## src/hdl/ecfd_pkg.sv

```systemverilog
package ecfd_pkg;

    // Output queue geometry
    localparam int QDepth   = 8;
    localparam int QAddrW   = $clog2(QDepth);
    localparam int QCountW  = QAddrW + 1;
    // Input side holds off while this many or more results are queued
    localparam int QHighMark = QDepth - 4;

    localparam logic [7:0] MaxDatagramsReset = 8'd200;

    // Result kinds
    localparam logic [1:0] KIND_HEADER   = 2'd0;
    localparam logic [1:0] KIND_DATA     = 2'd1;
    localparam logic [1:0] KIND_DATAGRAM = 2'd2;
    localparam logic [1:0] KIND_SUMMARY  = 2'd3;

    // Stop codes
    localparam logic [2:0] STOP_CHAIN_END  = 3'd0;
    localparam logic [2:0] STOP_HDR_CUT    = 3'd1;
    localparam logic [2:0] STOP_DATA_CUT   = 3'd2;
    localparam logic [2:0] STOP_MORE_EMPTY = 3'd3;
    localparam logic [2:0] STOP_CAP        = 3'd4;
    localparam logic [2:0] STOP_NOT_ECAT   = 3'd5;
    localparam logic [2:0] STOP_NON_CMD    = 3'd6;

    localparam logic [3:0] TYPE_COMMAND  = 4'd1;
    localparam logic [3:0] TYPE_LAST_OK  = 4'd5;
    localparam logic [3:0] DG_HDR_LAST   = 4'd9;

    localparam logic [7:0] CMD_LRD = 8'd10;
    localparam logic [7:0] CMD_LWR = 8'd11;
    localparam logic [7:0] CMD_LRW = 8'd12;

    typedef enum logic [6:0] {
        PH_HDR0    = 7'b0000001,
        PH_HDR1    = 7'b0000010,
        PH_DGHDR   = 7'b0000100,
        PH_DATA    = 7'b0001000,
        PH_WKC     = 7'b0010000,
        PH_STOPPED = 7'b0100000,
        PH_IGNORE  = 7'b1000000
    } t_phase;

    typedef struct packed {
        logic [1:0]  kind;
        logic [3:0]  ecat_type;
        logic [7:0]  command;
        logic [7:0]  datagram_index;
        logic        logical_mode;
        logic [31:0] address_word;
        logic [10:0] length_field;
        logic [3:0]  flag_bits;
        logic [15:0] irq_word;
        logic [15:0] value_word;
        logic [2:0]  stop_status;
        logic        last_result;
    } t_result;

    // Up to two results per input item, in order r0 then r1
    typedef struct packed {
        logic [1:0] cnt;
        t_result    r0;
        t_result    r1;
    } t_push;

    function automatic t_result blank_result(input logic [3:0] ftype);
        t_result r;
        r = '0;
        r.ecat_type = ftype;
        return r;
    endfunction

    function automatic logic is_logical(input logic [7:0] cmd);
        return cmd inside {CMD_LRD, CMD_LWR, CMD_LRW};
    endfunction

endpackage

```

## src/hdl/ecfd_parser.sv

```systemverilog
module ecfd_parser (
    input  logic                i_clk,
    input  logic                i_rst_n,
    input  logic                i_valid,
    input  logic [7:0]          i_byte,
    input  logic                i_last,
    input  logic [7:0]          i_max_datagrams,
    output ecfd_pkg::t_push     o_push
);

    ecfd_pkg::t_phase r_phase, n_phase;
    logic [3:0]  r_pos, n_pos;
    logic [7:0]  r_hdr_lo, n_hdr_lo;
    logic [10:0] r_decl, n_decl;
    logic [15:0] r_consumed, n_consumed;
    logic        r_resv, n_resv;
    logic [7:0]  r_cmd, n_cmd;
    logic [7:0]  r_idx, n_idx;
    logic [31:0] r_addr, n_addr;
    logic [15:0] r_lenw, n_lenw;
    logic [15:0] r_irq, n_irq;
    logic [10:0] r_left, n_left;
    logic [7:0]  r_wkc_lo, n_wkc_lo;
    logic [7:0]  r_count, n_count;
    logic [2:0]  r_stop, n_stop;
    logic [3:0]  r_ftype, n_ftype;
    logic [15:0] r_run, n_run;

    ecfd_pkg::t_result step_r, sum_r;
    logic step_v;

    function automatic ecfd_pkg::t_result fill_dg(
        input logic [3:0]  ftype,
        input logic [7:0]  cmd,
        input logic [7:0]  idx,
        input logic [31:0] addr,
        input logic [15:0] lenw,
        input logic [15:0] irq
    );
        ecfd_pkg::t_result r;
        r = ecfd_pkg::blank_result(ftype);
        r.command        = cmd;
        r.datagram_index = idx;
        r.logical_mode   = ecfd_pkg::is_logical(cmd);
        r.address_word   = addr;
        r.length_field   = lenw[10:0];
        r.flag_bits      = {2'b00, lenw[15], lenw[14]};
        r.irq_word       = irq;
        return r;
    endfunction

    always_comb begin
        logic        in_region;
        logic        region_done;
        logic [15:0] hdr_word;
        logic [3:0]  ftype;
        logic [15:0] run_inc;
        logic [2:0]  st;

        n_phase    = r_phase;
        n_pos      = r_pos;
        n_hdr_lo   = r_hdr_lo;
        n_decl     = r_decl;
        n_consumed = r_consumed;
        n_resv     = r_resv;
        n_cmd      = r_cmd;
        n_idx      = r_idx;
        n_addr     = r_addr;
        n_lenw     = r_lenw;
        n_irq      = r_irq;
        n_left     = r_left;
        n_wkc_lo   = r_wkc_lo;
        n_count    = r_count;
        n_stop     = r_stop;
        n_ftype    = r_ftype;
        n_run      = r_run;
        step_v     = 1'b0;
        step_r     = ecfd_pkg::blank_result(r_ftype);
        sum_r      = '0;
        region_done = 1'b0;
        st          = ecfd_pkg::STOP_CHAIN_END;

        in_region = (r_decl == 11'd0) || (r_consumed < {5'd0, r_decl});
        hdr_word  = {i_byte, r_hdr_lo};
        ftype     = i_byte[7:4];
        run_inc   = (r_run != 16'hFFFF) ? r_run + 16'd1 : r_run;

        case (r_phase)
            ecfd_pkg::PH_HDR0: begin
                n_hdr_lo = i_byte;
                n_ftype  = 4'd0;
                n_phase  = ecfd_pkg::PH_HDR1;
            end
            ecfd_pkg::PH_HDR1: begin
                n_decl     = hdr_word[10:0];
                n_resv     = hdr_word[11];
                n_ftype    = ftype;
                n_consumed = 16'd0;
                n_count    = 8'd0;
                n_run      = 16'd0;
                n_stop     = ecfd_pkg::STOP_CHAIN_END;
                n_pos      = 4'd0;
                if (ftype == 4'd0 || ftype > ecfd_pkg::TYPE_LAST_OK) begin
                    n_stop  = ecfd_pkg::STOP_NOT_ECAT;
                    n_phase = ecfd_pkg::PH_IGNORE;
                end else begin
                    step_v              = 1'b1;
                    step_r              = ecfd_pkg::blank_result(ftype);
                    step_r.kind         = ecfd_pkg::KIND_HEADER;
                    step_r.length_field = hdr_word[10:0];
                    if (ftype != ecfd_pkg::TYPE_COMMAND) begin
                        n_stop  = ecfd_pkg::STOP_NON_CMD;
                        n_phase = ecfd_pkg::PH_IGNORE;
                    end else if (i_max_datagrams == 8'd0) begin
                        n_stop  = ecfd_pkg::STOP_CAP;
                        n_phase = ecfd_pkg::PH_STOPPED;
                    end else begin
                        n_phase = ecfd_pkg::PH_DGHDR;
                    end
                end
            end
            ecfd_pkg::PH_DGHDR, ecfd_pkg::PH_DATA, ecfd_pkg::PH_WKC,
            ecfd_pkg::PH_STOPPED, ecfd_pkg::PH_IGNORE: begin
                if (r_consumed != 16'hFFFF) begin
                    n_consumed = r_consumed + 16'd1;
                end
                if (in_region) begin
                    case (r_phase)
                        ecfd_pkg::PH_DGHDR: begin
                            n_run = run_inc;
                            case (r_pos)
                                4'd0: n_cmd = i_byte;
                                4'd1: n_idx = i_byte;
                                4'd2: n_addr = {24'd0, i_byte};
                                4'd3: n_addr[15:8] = i_byte;
                                4'd4: n_addr[23:16] = i_byte;
                                4'd5: n_addr[31:24] = i_byte;
                                4'd6: n_lenw = {8'd0, i_byte};
                                4'd7: n_lenw[15:8] = i_byte;
                                4'd8: n_irq = {8'd0, i_byte};
                                default: n_irq[15:8] = i_byte;
                            endcase
                            if (r_pos >= ecfd_pkg::DG_HDR_LAST) begin
                                n_left  = r_lenw[10:0];
                                n_run   = 16'd0;
                                n_pos   = 4'd0;
                                n_phase = (r_lenw[10:0] != 11'd0) ? ecfd_pkg::PH_DATA
                                                                   : ecfd_pkg::PH_WKC;
                            end else begin
                                n_pos = r_pos + 4'd1;
                            end
                        end
                        ecfd_pkg::PH_DATA: begin
                            n_run            = run_inc;
                            step_v           = 1'b1;
                            step_r           = fill_dg(r_ftype, r_cmd, r_idx, r_addr,
                                                       r_lenw, r_irq);
                            step_r.kind      = ecfd_pkg::KIND_DATA;
                            step_r.flag_bits = 4'd0;
                            step_r.value_word = {8'd0, i_byte};
                            if (r_left != 11'd0) begin
                                n_left = r_left - 11'd1;
                            end
                            if (n_left == 11'd0) begin
                                n_pos   = 4'd0;
                                n_phase = ecfd_pkg::PH_WKC;
                            end
                        end
                        ecfd_pkg::PH_WKC: begin
                            n_run = run_inc;
                            if (r_pos == 4'd0) begin
                                n_wkc_lo = i_byte;
                                n_pos    = 4'd1;
                            end else begin
                                region_done = i_last ||
                                    ((r_decl != 11'd0) && (n_consumed >= {5'd0, r_decl}));
                                if (r_count != 8'hFF) begin
                                    n_count = r_count + 8'd1;
                                end
                                step_v            = 1'b1;
                                step_r            = fill_dg(r_ftype, r_cmd, r_idx, r_addr,
                                                            r_lenw, r_irq);
                                step_r.kind       = ecfd_pkg::KIND_DATAGRAM;
                                step_r.value_word = {i_byte, r_wkc_lo};
                                n_run = 16'd0;
                                n_pos = 4'd0;
                                if (!r_lenw[15]) begin
                                    n_stop  = ecfd_pkg::STOP_CHAIN_END;
                                    n_phase = ecfd_pkg::PH_STOPPED;
                                end else if (region_done) begin
                                    n_stop  = ecfd_pkg::STOP_MORE_EMPTY;
                                    n_phase = ecfd_pkg::PH_STOPPED;
                                end else if (n_count >= i_max_datagrams) begin
                                    n_stop  = ecfd_pkg::STOP_CAP;
                                    n_phase = ecfd_pkg::PH_STOPPED;
                                end else begin
                                    n_phase = ecfd_pkg::PH_DGHDR;
                                end
                            end
                        end
                        ecfd_pkg::PH_STOPPED: begin
                            n_run = run_inc;
                        end
                        default: begin
                        end
                    endcase
                end
            end
            default: begin
                n_phase = ecfd_pkg::PH_HDR0;
            end
        endcase

        // End summary, built from the state after this byte
        case (n_phase)
            ecfd_pkg::PH_HDR1:              st = ecfd_pkg::STOP_NOT_ECAT;
            ecfd_pkg::PH_DGHDR:             st = ecfd_pkg::STOP_HDR_CUT;
            ecfd_pkg::PH_DATA,
            ecfd_pkg::PH_WKC:               st = ecfd_pkg::STOP_DATA_CUT;
            default:                        st = n_stop;
        endcase
        sum_r             = ecfd_pkg::blank_result(n_ftype);
        sum_r.kind        = ecfd_pkg::KIND_SUMMARY;
        sum_r.stop_status = st;
        sum_r.last_result = 1'b1;
        if (st != ecfd_pkg::STOP_NOT_ECAT) begin
            sum_r.flag_bits[1] = n_resv;
            if (st != ecfd_pkg::STOP_NON_CMD) begin
                sum_r.flag_bits[0] = (n_decl == 11'd0) || (n_consumed < {5'd0, n_decl});
                sum_r.value_word   = n_run;
            end
        end
        if (i_last) begin
            n_phase = ecfd_pkg::PH_HDR0;
        end
    end

    always_comb begin
        o_push = '0;
        if (i_valid) begin
            if (step_v) begin
                o_push.r0  = step_r;
                o_push.r1  = sum_r;
                o_push.cnt = i_last ? 2'd2 : 2'd1;
            end else if (i_last) begin
                o_push.r0  = sum_r;
                o_push.cnt = 2'd1;
            end
        end
    end

    always_ff @(posedge i_clk) begin
        if (!i_rst_n) begin
            r_phase    <= ecfd_pkg::PH_HDR0;
            r_pos      <= '0;
            r_hdr_lo   <= '0;
            r_decl     <= '0;
            r_consumed <= '0;
            r_resv     <= 1'b0;
            r_cmd      <= '0;
            r_idx      <= '0;
            r_addr     <= '0;
            r_lenw     <= '0;
            r_irq      <= '0;
            r_left     <= '0;
            r_wkc_lo   <= '0;
            r_count    <= '0;
            r_stop     <= '0;
            r_ftype    <= '0;
            r_run      <= '0;
        end else if (i_valid) begin
            r_phase    <= n_phase;
            r_pos      <= n_pos;
            r_hdr_lo   <= n_hdr_lo;
            r_decl     <= n_decl;
            r_consumed <= n_consumed;
            r_resv     <= n_resv;
            r_cmd      <= n_cmd;
            r_idx      <= n_idx;
            r_addr     <= n_addr;
            r_lenw     <= n_lenw;
            r_irq      <= n_irq;
            r_left     <= n_left;
            r_wkc_lo   <= n_wkc_lo;
            r_count    <= n_count;
            r_stop     <= n_stop;
            r_ftype    <= n_ftype;
            r_run      <= n_run;
        end
    end

endmodule

```

## src/hdl/ecfd_queue.sv

```systemverilog
module ecfd_queue (
    input  logic                          i_clk,
    input  logic                          i_rst_n,
    input  ecfd_pkg::t_push               i_push,
    input  logic                          i_pop,
    output logic                          o_valid,
    output ecfd_pkg::t_result             o_head,
    output logic [ecfd_pkg::QCountW-1:0]  o_count
);

    ecfd_pkg::t_result r_mem [ecfd_pkg::QDepth];
    logic [ecfd_pkg::QAddrW-1:0]  r_wp, n_wp;
    logic [ecfd_pkg::QAddrW-1:0]  r_rp, n_rp;
    logic [ecfd_pkg::QCountW-1:0] r_count, n_count;
    logic [ecfd_pkg::QAddrW-1:0]  wp_next;

    assign wp_next = r_wp + ecfd_pkg::QAddrW'(1);
    assign o_valid = (r_count != '0);
    assign o_head  = r_mem[r_rp];
    assign o_count = r_count;

    always_comb begin
        n_wp    = r_wp + ecfd_pkg::QAddrW'(i_push.cnt);
        n_rp    = i_pop ? r_rp + ecfd_pkg::QAddrW'(1) : r_rp;
        n_count = r_count + ecfd_pkg::QCountW'(i_push.cnt)
                - ecfd_pkg::QCountW'(i_pop);
    end

    always_ff @(posedge i_clk) begin
        if (i_push.cnt != 2'd0) begin
            r_mem[r_wp] <= i_push.r0;
        end
        if (i_push.cnt == 2'd2) begin
            r_mem[wp_next] <= i_push.r1;
        end
    end

    always_ff @(posedge i_clk) begin
        if (!i_rst_n) begin
            r_wp    <= '0;
            r_rp    <= '0;
            r_count <= '0;
        end else begin
            r_wp    <= n_wp;
            r_rp    <= n_rp;
            r_count <= n_count;
        end
    end

endmodule

```

## src/hdl/ethercat_frame_deframer.sv

```systemverilog
// Channel   Direction  Handshake          Payload
// input     in         i_valid / o_stall  i_payload_byte, i_end_of_payload
// result    out        o_valid / i_stall  o_kind ... o_last_result (12 fields)
// config    in         i_cfg_wr_en        i_cfg_wr_data (max_datagrams)
//
// One payload byte per clock while o_stall is low. An accepted byte passes the input
// register, then the parser writes its results into the output queue.
// A byte yields at most two results (its own and the end summary), queued 8 deep;
// o_stall rises when 4 or more results are waiting.
// Reset (synchronous, i_rst_n low) clears parser state and queue; max_datagrams
// returns to 200. No clearing pass.
module ethercat_frame_deframer (
    input  logic        i_clk,
    input  logic        i_rst_n,
    // input item
    input  logic        i_valid,
    output logic        o_stall,
    input  logic [7:0]  i_payload_byte,
    input  logic        i_end_of_payload,
    // configuration
    input  logic        i_cfg_wr_en,
    input  logic [7:0]  i_cfg_wr_data,
    // result item
    output logic        o_valid,
    input  logic        i_stall,
    output logic [1:0]  o_kind,
    output logic [3:0]  o_ecat_type,
    output logic [7:0]  o_command,
    output logic [7:0]  o_datagram_index,
    output logic        o_logical_mode,
    output logic [31:0] o_address_word,
    output logic [10:0] o_length_field,
    output logic [3:0]  o_flag_bits,
    output logic [15:0] o_irq_word,
    output logic [15:0] o_value_word,
    output logic [2:0]  o_stop_status,
    output logic        o_last_result
);

    logic        r_in_valid;
    logic [7:0]  r_in_byte;
    logic        r_in_last;
    logic [7:0]  r_max_datagrams;

    logic                         in_accept;
    logic                         pop;
    ecfd_pkg::t_push              push;
    ecfd_pkg::t_result            head;
    logic [ecfd_pkg::QCountW-1:0] q_count;

    // Hold off while the queue is near full: one item in the input register plus
    // one accepted now can add four more results.
    assign o_stall   = (q_count >= ecfd_pkg::QCountW'(ecfd_pkg::QHighMark));
    assign in_accept = i_valid && !o_stall;
    assign pop       = o_valid && !i_stall;

    always_ff @(posedge i_clk) begin
        if (!i_rst_n) begin
            r_in_valid      <= 1'b0;
            r_max_datagrams <= ecfd_pkg::MaxDatagramsReset;
        end else begin
            r_in_valid <= in_accept;
            if (i_cfg_wr_en) begin
                r_max_datagrams <= i_cfg_wr_data;
            end
        end
    end

    // Payload register, loaded only on accept
    always_ff @(posedge i_clk) begin
        if (in_accept) begin
            r_in_byte <= i_payload_byte;
            r_in_last <= i_end_of_payload;
        end
    end

    ecfd_parser u_parser (
        .i_clk           (i_clk),
        .i_rst_n         (i_rst_n),
        .i_valid         (r_in_valid),
        .i_byte          (r_in_byte),
        .i_last          (r_in_last),
        .i_max_datagrams (r_max_datagrams),
        .o_push          (push)
    );

    ecfd_queue u_queue (
        .i_clk   (i_clk),
        .i_rst_n (i_rst_n),
        .i_push  (push),
        .i_pop   (pop),
        .o_valid (o_valid),
        .o_head  (head),
        .o_count (q_count)
    );

    assign o_kind           = head.kind;
    assign o_ecat_type      = head.ecat_type;
    assign o_command        = head.command;
    assign o_datagram_index = head.datagram_index;
    assign o_logical_mode   = head.logical_mode;
    assign o_address_word   = head.address_word;
    assign o_length_field   = head.length_field;
    assign o_flag_bits      = head.flag_bits;
    assign o_irq_word       = head.irq_word;
    assign o_value_word     = head.value_word;
    assign o_stop_status    = head.stop_status;
    assign o_last_result    = head.last_result;

    // Parser writes nothing without an item in the input register
    a_no_spurious_push: assert property (@(posedge i_clk) disable iff (!i_rst_n)
        !r_in_valid |-> (push.cnt == 2'd0))
        else $error("result pushed with no item in flight");

    // Every end-of-payload byte produces a summary as its final result
    a_last_gives_summary: assert property (@(posedge i_clk) disable iff (!i_rst_n)
        (r_in_valid && r_in_last) |->
            ((push.cnt == 2'd1 && push.r0.last_result) ||
             (push.cnt == 2'd2 && push.r1.last_result && !push.r0.last_result)))
        else $error("end of payload without trailing summary");

    // Queue never overflows
    a_queue_bound: assert property (@(posedge i_clk) disable iff (!i_rst_n)
        q_count <= ecfd_pkg::QCountW'(ecfd_pkg::QDepth))
        else $error("output queue overflow");

endmodule
```

## config.mk

```make
export PLATFORM = sky130hd
export DESIGN_NAME = ethercat_frame_deframer
export DESIGN_NICKNAME = d
export VERILOG_FILES = /design/src/hdl/ecfd_pkg.sv /design/src/hdl/ecfd_parser.sv /design/src/hdl/ecfd_queue.sv /design/src/hdl/ethercat_frame_deframer.sv
export SDC_FILE = /design/constraint.sdc
export NUM_CORES = 2
export LEC_CHECK = 0
export BUFFER_PORTS_ARGS = -buffer_cell sky130_fd_sc_hd__buf_2
export CAP_MARGIN = 30
export CORE_MARGIN = 2
export CORE_UTILIZATION = 55
export DETAILED_ROUTE_END_ITERATION = 6
export GPL_TIMING_DRIVEN = 0
export PLACE_DENSITY_LB_ADDON = 0.12
export REMOVE_ABC_BUFFERS = 1
export SYNTH_ARGS = -nofsm -noshare
export SYNTH_HDL_FRONTEND = slang
export SYNTH_SLANG_ARGS = --single-unit
export TNS_END_PERCENT = 10
```

## constraint.sdc

```tcl
create_clock -name i_clk -period 8.35 [get_ports i_clk]
set_clock_uncertainty 0.1 [all_clocks]
set_input_delay 1.2525 -clock i_clk [delete_from_list [all_inputs] [get_ports i_clk]]
set_output_delay 1.2525 -clock i_clk [all_outputs]
set_load 0.02 [all_outputs]
```

==> results.json <==
{
  "status": "finished clean",
  "wl_per_cell_um": 27.1,
  "final_common_cell": "dfxtp_1",
  "antenna_left": 0,
  "grt_use_total": 0.321,
  "design_area_sq_um": 51900,
  "synth_top_area_frac": 0.354,
  "cts-buffers-inserted": 108,
  "start_kind": "flop",
  "cts_tree": "yes",
  "power_leakage_uw": 0.0188,
  "powerDensity_nw_per_um2": 240,
  "slew_headroom": 0.222,
  "place_hpwl_mm": 83.3,
  "synth_edf_count": 233,
  "yosysSeqAreaShare": 0.508,
  "yosys_register_bits": 1037,
  "detail_route.iter0.violations": 3542,
  "grt_pass1_vias": 33800,
  "setup_ws_ns": 1.70,
  "root_buffer": "clkbuf_16",
  "final-hold-violation-count": 0,
  "final_cell_count_no_fill": 5109,
  "rsz0062_at_grt": "false",
  "post-cts-setup-buffer-count": 0,
  "die_x_um": 291,
  "grt_max_degree": 123,
  "place_area_sq_um": 48000,
  "dp_slack_ns": 1.83,
  "finalCriticalPeriod_ns": 6.65,
  "clk_path_buf_depth": 3,
  "gp_congestion": 0.869,
  "vias": 34500,
  "syn_area_sq_um": 45400,
  "overflow": 0,
  "irDropWorstVdd_v": 0.000207,
  "ys.flop_type": "dfxtp_1",
  "crit_chain": "ha_1 -> nand2_1 -> or4_1 -> nor2_1 -> nor3b_1 -> xnor2_1 -> inv_1 -> ha_1 -> a21o_1 -> a21oi_1 -> o21ai_0 -> nand4_1 -> nand2_1 -> or4_1 -> and2_1 -> a31oi_1 -> nand2_1 -> a21oi_1 -> o32ai_1",
  "cts_num_sinks": 1037,
  "firstDrtPassIters": 6,
  "crit_path_frequent_cell": "nand2_1",
  "fin_crit_sh": 0.796,
  "port-buffer-count": 127,
  "place_inst": 4903,
  "hold_path_startpoint": "u_queue.r_mem[7][83]$_SDFFE_PP0P_",
  "cpPeakStageDelay_ns": 0.71,
  "initial_core_util": 0.554,
  "grt_pass1_wl_mm": 209,
  "num_rows": 105,
  "drv_slew": 0,
  "pin_count": 130,
  "path_clk_slew_ns": 0.06,
  "hold_class": "reg -> reg",
  "syn_inst": 4012,
  "crit_path_start": "u_parser.r_consumed[0]$_SDFFE_PN0P_",
  "yosys.area.top_type": "dfxtp_1",
  "clk_latency_ns": 0.70,
  "ys_async_sr_fraction": 0,
  "viasPerCell": 6.76,
  "drc_errors": 0,
  "area_growth_pct": 14.3,
  "cap_violations": 0,
  "antenna_found_initial": 0,
  "end_kind": "flop",
  "required_ns": 8.66,
  "avgSynthCellArea_sq_um": 11.3,
  "cp_max_fo": 12,
  "hold_buffers": 0,
  "die_h_um": 291,
  "whs_ns": 0.349,
  "max_freq_ghz": 0.150,
  "core_sq_um": 82000,
  "yosysUniqueCellTypes": 87,
  "layout.nets": 4025,
  "cpMaxStageDelayCell": "a21oi_1",
  "final_cell_mix": "dfxtp_1 (800), a22o_1 (533), nand2_1 (346)",
  "synthTopCellsByArea": "dfxtp_1 (35%), edfxtp_1 (15%), mux4_2 (10%), a22o_1 (10%), nand2_1 (2.9%)",
  "routed_wl_mm": 139,
  "yosys_warnings": 0,
  "crit_arrival_ns": 6.96,
  "r2r-start": "u_parser.r_consumed[0]$_SDFFE_PN0P_",
  "tightest_slew_ns": 1.17,
  "htreeDepth": 3,
  "final_layout_size_suffix_gt1_frac": 0.194,
  "post_cts_resized": 0,
  "setup_viol": 0,
  "path_class": "reg -> reg",
  "die-area_sq_um": 84900
}
-- layout make-up --
| cell class | count | area (sq um) |
|---|---|---|
| Fill cell | 6443 | 30100 |
| Sequential cell | 1037 | 23100 |
| Multi-Input combinational cell | 2524 | 20800 |
| Clock buffer | 141 | 3010 |
| Timing Repair Buffer | 214 | 2600 |
| Tap cell | 1070 | 1340 |
| Clock inverter | 64 | 861 |
| Inverter | 58 | 218 |
| Antenna cell | 1 | 2.50 |
-- cells by family after synthesis --
group | after synthesis | share of synthesized area
AO/OA/AOI/OAI | 1211 | 0.200
XOR/XNOR | 26 | 0.00501
adder cells (fa/ha/maj) | 60 | 0.0169
buffers and inverters | 452 | 0.0387
flip-flops | 1037 | 0.508
multiplexers | 354 | 0.138
other | 1 | 0.0000826
AND/OR/NAND/NOR | 871 | 0.0925
-- per-stage QoR --
step	total power [uW]	utilization	TNS (ns)
final	12400	0.633	0
after global routing	12800	0.633	0
after CTS	12500	0.633	0
after detailed placement	7350	0.586	0
after global placement	7320	0.559	-6152.23
after floorplan	6840	-	-383.30
-- critical path, delay by kind of cell, from the launching register on --
kind	cells	cell delay, ns
flops	1	0.53
fa+ha+maj	2	0.55
xor+xnor	1	0.21
buf+inv	1	0.06
compound gates	6	1.65
simple gates	9	3.28
-- report_power, final --
| part | internal [uW] | switching [uW] | total [uW] |
|---|---|---|---|
| Combinational | 848 | 1040 | 1880 |
| Sequential | 5180 | 186 | 5360 |
| Clock | 3080 | 2110 | 5190 |
-- per-layer routing --
metal	up-vias	track usage	wire length [um]
met5	-	0	0
met1	17300	0.439	57300
met3	358	0.0512	11500
met4	0	0.136	5780
met2	1718	0.508	64100
li1	15200	-	-
-- path summary, 6_finish.rpt --
kind | to | slack [ns] | cells past startpoint
worst max register to register | u_queue.r_mem[2][12]$_DFFE_PP_ | 1.70 | 19
worst min register to register | u_queue.r_mem[7][83]$_SDFFE_PP0P_ | 0.35 | 2
worst min-delay path | u_queue.r_mem[7][83]$_SDFFE_PP0P_ | 0.35 | 2
worst max-delay path | u_queue.r_mem[2][12]$_DFFE_PP_ | 1.70 | 19
-- registers in the layout (all words and copies together) (netlist names), 7 cells and up, named ones only --
name and count:
u_queue.r_mem 832, u_parser.r_addr 32, u_parser.r_consumed 16, u_parser.r_irq 16, u_parser.r_run 16, u_parser.r_lenw 13
u_parser.r_decl 11, u_parser.r_left 11, r_in_byte 8, r_max_datagrams 8, u_parser.r_cmd 8, u_parser.r_count 8
u_parser.r_hdr_lo 8, u_parser.r_idx 8, u_parser.r_wkc_lo 8, u_parser.r_phase 7
-- cell usage after synthesis (all sizes together), types with 14 or more instances --
| cell | instances |
|---|---|
| a21boi | 77 |
| a21o | 19 |
| a21oi | 68 |
| a22o | 533 |
| a22oi | 34 |
| and2 | 46 |
| and3 | 15 |
| buf | 112 |
| clkbuf | 282 |
| dfxtp | 804 |
| edfxtp | 233 |
| ha | 58 |
| inv | 58 |
| mux2 | 105 |
| mux2i | 41 |
| mux4 | 208 |
| nand2 | 347 |
| nand2b | 17 |
| nand3 | 92 |
| nand4 | 14 |
| nor2 | 141 |
| nor2b | 70 |
| nor3 | 43 |
| nor4 | 28 |
| o211a | 29 |
| o21ai | 200 |
| o22ai | 138 |
| o32ai | 18 |
| or3 | 14 |
| xnor2 | 20 |
Note: power is estimated with default switching activity, not from simulation.
